[config.mk]
export PLATFORM = sky130hd
export DESIGN_NAME = minmax_decimation_pyramid
export DESIGN_NICKNAME = d
export VERILOG_FILES = /design/src/design/mmdp_pkg.sv /design/src/design/mmdp_level.sv /design/src/design/mmdp_out.sv /design/src/design/minmax_decimation_pyramid.sv
export SDC_FILE = /design/constraint.sdc
export NUM_CORES = 2
export LEC_CHECK = 0
export ABC_AREA = 1
export BUFFER_PORTS_ARGS = -buffer_cell sky130_fd_sc_hd__buf_2
export CORE_MARGIN = 3
export CORE_UTILIZATION = 60
export DETAILED_ROUTE_END_ITERATION = 6
export PLACE_DENSITY = 0.77
export SLEW_MARGIN = 20
export SYNTH_ARGS = -nofsm -noshare
export SYNTH_HDL_FRONTEND = slang
export SYNTH_SLANG_ARGS = --single-unit
[constraint.sdc]
create_clock -name clk_i -period 33.7 [get_ports clk_i]
set_clock_uncertainty 0.05 [all_clocks]
set_input_delay 6.74 -clock clk_i [delete_from_list [all_inputs] [get_ports clk_i]]
set_output_delay 6.74 -clock clk_i [all_outputs]
set_load 0.02 [all_outputs]
[src/design/mmdp_pkg.sv]
// ----------------------------------------------------------------------------
// mmdp_pkg
// Shared types and constants for the min/max decimation pyramid.
// ----------------------------------------------------------------------------
package mmdp_pkg;

  localparam int unsigned SAMPLE_W   = 16;
  localparam int unsigned FACTOR_W   = 8;
  localparam int unsigned LVL_USED_W = 4;
  localparam int unsigned CFG_IDX_W  = 2;
  localparam int unsigned CFG_DATA_W = 8;
  localparam int unsigned LEVEL_W    = 3;

  localparam int unsigned LEVELS_DEF = 8;
  localparam int unsigned MAX_OUT    = 8;

  localparam logic [FACTOR_W-1:0]   BASE_FACTOR_RST  = 8'd5;
  localparam logic [FACTOR_W-1:0]   LEVEL_FACTOR_RST = 8'd5;
  localparam logic [LVL_USED_W-1:0] LEVELS_USED_RST  = 4'd8;

  localparam logic [FACTOR_W-1:0] CNT_SAT = 8'd255;

  localparam logic [CFG_IDX_W-1:0] REG_BASE_FACTOR  = 2'd0;
  localparam logic [CFG_IDX_W-1:0] REG_LEVEL_FACTOR = 2'd1;
  localparam logic [CFG_IDX_W-1:0] REG_LEVELS_USED  = 2'd2;

  typedef logic signed [SAMPLE_W-1:0] sample_t;

  localparam sample_t SAMPLE_POS_MAX = 16'sh7FFF;
  localparam sample_t SAMPLE_NEG_MAX = 16'sh8000;

  // min/max pair handed from one level to the next
  typedef struct packed {
    logic    have;
    sample_t mn;
    sample_t mx;
  } link_t;

  typedef struct packed {
    sample_t mn;
    sample_t mx;
  } pkt_t;

  typedef struct packed {
    sample_t             mn;
    sample_t             mx;
    logic [FACTOR_W-1:0] cnt;
  } lvl_state_t;

  localparam lvl_state_t LVL_CLEAR = '{mn: SAMPLE_POS_MAX, mx: SAMPLE_NEG_MAX, cnt: '0};

endpackage

[src/design/mmdp_level.sv]
// ----------------------------------------------------------------------------
// mmdp_level
// One pyramid level: folds an incoming min/max pair into the running group
// and decides whether the group completes (or flushes at end of stream).
// ----------------------------------------------------------------------------
module mmdp_level (
  input  mmdp_pkg::link_t                      link_i,
  input  mmdp_pkg::lvl_state_t                 state_i,
  input  logic [mmdp_pkg::FACTOR_W-1:0]        factor_i,
  input  logic                                 active_i,
  input  logic                                 eos_i,
  output mmdp_pkg::link_t                      link_o,
  output mmdp_pkg::lvl_state_t                 state_o
);
  import mmdp_pkg::*;

  lvl_state_t upd;
  logic       emit;

  always_comb begin
    upd  = state_i;
    emit = 1'b0;
    if (link_i.have) begin
      if (link_i.mn < state_i.mn) upd.mn = link_i.mn;
      if (link_i.mx > state_i.mx) upd.mx = link_i.mx;
      if (state_i.cnt < CNT_SAT) upd.cnt = state_i.cnt + 8'd1;
      emit = (upd.cnt >= factor_i);
    end
    if (eos_i && (upd.cnt != '0)) emit = 1'b1;

    if (!active_i) begin
      link_o  = '{have: 1'b0, mn: upd.mn, mx: upd.mx};
      state_o = state_i;
    end else begin
      link_o  = '{have: emit, mn: upd.mn, mx: upd.mx};
      state_o = emit ? LVL_CLEAR : upd;
    end
  end

endmodule

[src/design/mmdp_out.sv]
// ----------------------------------------------------------------------------
// mmdp_out
// Result register: holds the packets one item produced and hands them out
// one transfer per cycle while the receiver is ready, lowest level first.
// ----------------------------------------------------------------------------
module mmdp_out #(
  parameter int unsigned LEVELS = mmdp_pkg::LEVELS_DEF
) (
  input  logic                                clk_i,
  input  logic                                rst_ni,
  input  logic                                load_i,
  input  logic [LEVELS-1:0]                   mask_i,
  input  mmdp_pkg::pkt_t [LEVELS-1:0]         pkts_i,
  output logic                                free_o,
  output logic                                out_valid_o,
  input  logic                                out_ready_i,
  output logic [mmdp_pkg::LEVEL_W-1:0]        level_o,
  output logic signed [mmdp_pkg::SAMPLE_W-1:0] pkt_min_o,
  output logic signed [mmdp_pkg::SAMPLE_W-1:0] pkt_max_o,
  output logic                                last_of_run_o
);
  import mmdp_pkg::*;

  localparam int unsigned IdxW = (LEVELS > 1) ? $clog2(LEVELS) : 1;

  logic [LEVELS-1:0] mask_q, mask_d, rest;
  pkt_t [LEVELS-1:0] pkts_q;
  logic [IdxW-1:0]   sel;
  logic              pop;

  always_comb begin
    sel = '0;
    for (int k = LEVELS - 1; k >= 0; k--) begin
      if (mask_q[k]) sel = IdxW'(k);
    end
  end

  always_comb begin
    rest      = mask_q;
    rest[sel] = 1'b0;
  end

  assign out_valid_o   = |mask_q;
  assign pop           = out_valid_o && out_ready_i;
  assign last_of_run_o = (rest == '0);
  assign free_o        = !out_valid_o || (pop && last_of_run_o);
  assign level_o       = LEVEL_W'(sel);
  assign pkt_min_o     = pkts_q[sel].mn;
  assign pkt_max_o     = pkts_q[sel].mx;

  always_comb begin
    mask_d = mask_q;
    if (load_i) begin
      mask_d = mask_i;
    end else if (pop) begin
      mask_d = rest;
    end
  end

  always_ff @(posedge clk_i or negedge rst_ni) begin
    if (!rst_ni) begin
      mask_q <= '0;
    end else begin
      mask_q <= mask_d;
    end
  end

  always_ff @(posedge clk_i) begin
    if (load_i) begin
      pkts_q <= pkts_i;
    end
  end

endmodule

[src/design/minmax_decimation_pyramid.sv]
// ----------------------------------------------------------------------------
// minmax_decimation_pyramid
// Peak-detect waveform overview for one audio channel: min/max decimation
// over a chain of levels, with flush of partial groups at end of stream.
//
//   channel   direction  signals
//   input     in         in_valid_i / in_ready_o, sample_i, end_of_stream_i
//   result    out        out_valid_o / out_ready_i, level_o, pkt_min_o,
//                        pkt_max_o, last_of_run_o
//   config    in         cfg_we_i, cfg_idx_i, cfg_data_i (write only)
//
// An item is first held in the input register, then all levels are
// evaluated in one pass and its packets are loaded into the result register.
// One transfer per cycle while the receiver is ready; an item causing k
// packets holds the result register until all k are taken, so input stalls
// while a multi-packet burst drains or while the receiver holds off a transfer.
// Reset clears level state and restores register defaults; no clearing pass.
// ----------------------------------------------------------------------------
module minmax_decimation_pyramid #(
  parameter int unsigned LEVELS = mmdp_pkg::LEVELS_DEF
) (
  input  logic                                  clk_i,
  input  logic                                  rst_ni,
  input  logic                                  cfg_we_i,
  input  logic [mmdp_pkg::CFG_IDX_W-1:0]        cfg_idx_i,
  input  logic [mmdp_pkg::CFG_DATA_W-1:0]       cfg_data_i,
  input  logic                                  in_valid_i,
  output logic                                  in_ready_o,
  input  logic signed [mmdp_pkg::SAMPLE_W-1:0]  sample_i,
  input  logic                                  end_of_stream_i,
  output logic                                  out_valid_o,
  input  logic                                  out_ready_i,
  output logic [mmdp_pkg::LEVEL_W-1:0]          level_o,
  output logic signed [mmdp_pkg::SAMPLE_W-1:0]  pkt_min_o,
  output logic signed [mmdp_pkg::SAMPLE_W-1:0]  pkt_max_o,
  output logic                                  last_of_run_o
);
  import mmdp_pkg::*;

  localparam int unsigned NCap = (LEVELS < MAX_OUT) ? LEVELS : MAX_OUT;
  localparam logic [LVL_USED_W-1:0] NCapV = LVL_USED_W'(NCap);

  logic [FACTOR_W-1:0]   base_factor_q, level_factor_q;
  logic [LVL_USED_W-1:0] levels_used_q, n_act;

  logic    in_vld_q;
  sample_t smp_q;
  logic    eos_q;
  logic    accept, commit, free;

  lvl_state_t [LEVELS-1:0] st_q;
  lvl_state_t [LEVELS-1:0] st_nxt;
  link_t      [LEVELS:0]   link;
  logic       [LEVELS-1:0] mask;
  pkt_t       [LEVELS-1:0] pkts;

  // configuration
  always_ff @(posedge clk_i or negedge rst_ni) begin
    if (!rst_ni) begin
      base_factor_q  <= BASE_FACTOR_RST;
      level_factor_q <= LEVEL_FACTOR_RST;
      levels_used_q  <= LEVELS_USED_RST;
    end else if (cfg_we_i) begin
      unique case (cfg_idx_i)
        REG_BASE_FACTOR:  base_factor_q  <= cfg_data_i;
        REG_LEVEL_FACTOR: level_factor_q <= cfg_data_i;
        REG_LEVELS_USED:  levels_used_q  <= cfg_data_i[LVL_USED_W-1:0];
        default: ;
      endcase
    end
  end

  always_comb begin
    priority if (levels_used_q == '0) begin
      n_act = LVL_USED_W'(1);
    end else if (levels_used_q > NCapV) begin
      n_act = NCapV;
    end else begin
      n_act = levels_used_q;
    end
  end

  // input register
  assign commit     = in_vld_q && free;
  assign in_ready_o = !in_vld_q || free;
  assign accept     = in_valid_i && in_ready_o;

  always_ff @(posedge clk_i or negedge rst_ni) begin
    if (!rst_ni) begin
      in_vld_q <= 1'b0;
    end else if (accept) begin
      in_vld_q <= 1'b1;
    end else if (commit) begin
      in_vld_q <= 1'b0;
    end
  end

  always_ff @(posedge clk_i) begin
    if (accept) begin
      smp_q <= sample_i;
      eos_q <= end_of_stream_i;
    end
  end

  // level chain
  assign link[0] = '{have: 1'b1, mn: smp_q, mx: smp_q};

  for (genvar g = 0; g < LEVELS; g++) begin : g_lvl
    mmdp_level u_level (
      .link_i   (link[g]),
      .state_i  (st_q[g]),
      .factor_i ((g == 0) ? base_factor_q : level_factor_q),
      .active_i ({1'b0, LVL_USED_W'(g)} < {1'b0, n_act}),
      .eos_i    (eos_q),
      .link_o   (link[g+1]),
      .state_o  (st_nxt[g])
    );
    assign mask[g] = link[g+1].have;
    assign pkts[g] = '{mn: link[g+1].mn, mx: link[g+1].mx};
  end

  always_ff @(posedge clk_i or negedge rst_ni) begin
    if (!rst_ni) begin
      for (int i = 0; i < LEVELS; i++) st_q[i] <= LVL_CLEAR;
    end else if (commit) begin
      for (int i = 0; i < LEVELS; i++) st_q[i] <= eos_q ? LVL_CLEAR : st_nxt[i];
    end
  end

  mmdp_out #(
    .LEVELS (LEVELS)
  ) u_out (
    .clk_i         (clk_i),
    .rst_ni        (rst_ni),
    .load_i        (commit),
    .mask_i        (mask),
    .pkts_i        (pkts),
    .free_o        (free),
    .out_valid_o   (out_valid_o),
    .out_ready_i   (out_ready_i),
    .level_o       (level_o),
    .pkt_min_o     (pkt_min_o),
    .pkt_max_o     (pkt_max_o),
    .last_of_run_o (last_of_run_o)
  );

endmodule

==> flow_summary.ini <==
[run_status]
status = finished, final reports clean

[sta]
setup_ws_ps = 13870
fin_tns_setup_ps = 0
setup_violations = 0
hold_ws_ps = 439
hold_violations = 0
report.final.slew_viol_count = 0
period_share_pct = 58.8
worstMarginPinSlew_ps = 1040
slew_headroom_pct = 30.6
timing.final.crit_period_ps = 19830
rsz0062_at_grt = no
max_freq_ghz = 0.0504

[worst_setup_path]
rr_worst_depth = 101
r2r_end = st_q[290]$_DFFE_PN0P_
cp.required_ps = 34120
critPathCaptureType = register
crit_buf_inv = 17
slowest_delay_ps = 680
cp_slowest_cell = a211oi_2
crit_top_cell = nand2_1
cp-start-kind = register
cp_max_fo = 32
crit-reg2reg-launch = smp_q[3]$_DFFE_PP_
worstPathArrival_ps = 20250
r2r_slack_ps = 13870
path_class = register to register
path_delay_family = compound AO/OA/AOI/OAI gates

[detailed_routing]
vias = 29086
drt_iter0_drc = 2778
vias_per_cell = 5.85
route.detailed.drc = 0
drtAntennaViolNets = 0
wirelength_um = 92400
post_drt_wl_per_cell_um = 18.6
dr.pass1.iters = 6

[global_route]
grt_pass1_wl_um = 147000
antenna_found_initial = 1
grt.total_usage_pct = 29.2
grt_max_degree = 165
grt.overflow.total = 0
grt_pass1_vias = 27295

[finish]
final_common_cell = nand2_1
nets = 4489
drive_gt1_share_pct = 9.96
fin_area_mm2 = 0.0393
final_cell_mix = nand2_1 (767), inv_1 (738), o21ai_0 (395)
multi_input_area_mm2 = 0.0154
n_fill_cell = 4627
ff_latch_area_mm2 = 0.0171
area_growth_pct = 9.31

[placement]
place_ws_ps = 13850
place_area_mm2 = 0.0369
portBuffers = 69
hpwl_um = 64000
gp_congestion = 0.896

[synth]
syn_nets = 4465
synth_area_mm2 = 0.0359
avgSynthCellArea_um2 = 8.74
ys_ff_latch = 622
yosys_warnings = 0
synth_enable_flop_cells = 273
synthFlopType = edfxtp_1
synthArstFlopShare_pct = 56.1
yosysUniqueCellTypes = 56
ys_seq_area_share_pct = 47.6
synthCells = 4113

[clock_tree]
clkLatencyLatePin_ps = 620
clkTransAtPathRegs_ps = 60
clock_path_buffers = 3
h-tree-depth = 3
cts.sinks = 622
post_cts_buffers = 0
cts_hold_buffers = 0
cts_buffers = 71
clockRootBuffer = clkbuf_16
cts_tree = done
cts_resized = 0

[floorplanning]
coreArea_mm2 = 0.0591
dieHeight_um = 251
ios = 70
row_count = 89
dieArea_mm2 = 0.0629
initial_core_util_pct = 60.8
die_w_um = 251

[worst_hold_path]
holdPathEnd = level_factor_q[4]$_DFFE_PN0P_
hold_path_depth = 2
hp-start = level_factor_q[4]$_DFFE_PN0P_
min_path_type = register to register

[job]
maxCapViolations = 0
[registers in the layout, indices dropped and copies added, names as in the netlist]
signal / flops
base_factor_q: 8
eos_q: 1
in_vld_q: 1
level_factor_q: 8
levels_used_q: 4
smp_q: 16
st_q: 320
u_out.mask_q: 8
u_out.pkts_q: 256
[tightest hold or removal path, stage by stage, from the launching register on]
cell	delay (ps)
dfrtp_1	340
nand2_1	50
o21ai_0	60
[final cells by class]
type	count	area share, %
Sequential cell	622	43.5
Multi-Input combinational cell	2574	39.1
Inverter	762	7.29
Clock buffer	108	5.26
Tap cell	773	2.46
Timing Repair Buffer	106	1.68
Clock inverter	24	0.710
Antenna cell	1	0.00637
[cell usage after synthesis, types with 6 or more instances]
cell type / number / area (um^2)
nand2_1: 768 / 2880
inv_1: 740 / 2780
o21ai_0: 395 / 1980
ha_1: 320 / 4000
edfxtp_1: 273 / 8200
o22ai_1: 272 / 1700
dfrtp_1: 216 / 5410
nor2_1: 169 / 634
a21oi_1: 160 / 801
clkbuf_1: 133 / 499
dfstp_2: 133 / 3490
nand3_1: 88 / 440
nand4_1: 65 / 407
o21ai_1: 56 / 280
nor3_1: 51 / 255
a22o_1: 28 / 245
xor2_1: 27 / 236
a211oi_1: 20 / 150
o21ai_2: 19 / 166
inv_2: 18 / 67.6
o21a_1: 17 / 128
a22oi_1: 16 / 120
a221oi_1: 12 / 105
buf_6: 11 / 124
nor4_1: 8 / 50.1
a21boi_0: 7 / 52.6
a221o_1: 6 / 60.1
o211ai_1: 6 / 45.0
o21bai_1: 6 / 45.0
[worst max-delay path by stage]
stage          slack [ps]                     endpoint  depth (start not counted)          startpoint
6_report            13870        st_q[290]$_DFFE_PN0P_                        101  smp_q[3]$_DFFE_PP_
5_1_grt             12000        st_q[297]$_DFFE_PN0P_                        101  smp_q[3]$_DFFE_PP_
2_1_floorplan       17440  u_out.pkts_q[225]$_DFFE_PP_                        106  smp_q[3]$_DFFE_PP_
3_3_place_gp        14010        st_q[295]$_DFFE_PN0P_                         99  smp_q[3]$_DFFE_PP_
4_1_cts             13640        st_q[299]$_DFFE_PN0P_                        101  smp_q[3]$_DFFE_PP_
3_5_place_dp        13850        st_q[297]$_DFFE_PN0P_                        101  smp_q[3]$_DFFE_PP_
[logic make-up after synthesis]
family	synth area share (%)
adder cells (fa/ha/maj)	11.1
AO/OA/AOI/OAI	17.1
flip-flops	47.6
buffers and inverters	9.86
AND/OR/NAND/NOR	13.5
XOR/XNOR	0.780
[layer usage]
metal | vias up | track usage (%) | wire length [um]
met5 | - | 0 | 0
met4 | 0 | 9.57 | 2940
met3 | 152 | 6.24 | 8400
met2 | 1125 | 43.5 | 39900
met1 | 13766 | 43.0 | 41100
li1 | 14043 | - | -
[metrics by stage]
stage | std cells | util (%)
floorplan | 4113 | -
global placement | 4836 | 62.5
detailed placement | 4836 | 62.5
CTS | 4968 | 66.4
global route | 4969 | 66.5
finish | 4970 | 66.5
Power is not shown: default switching activity piles up to over one toggle a cycle in this logic, so the estimate is an artifact.
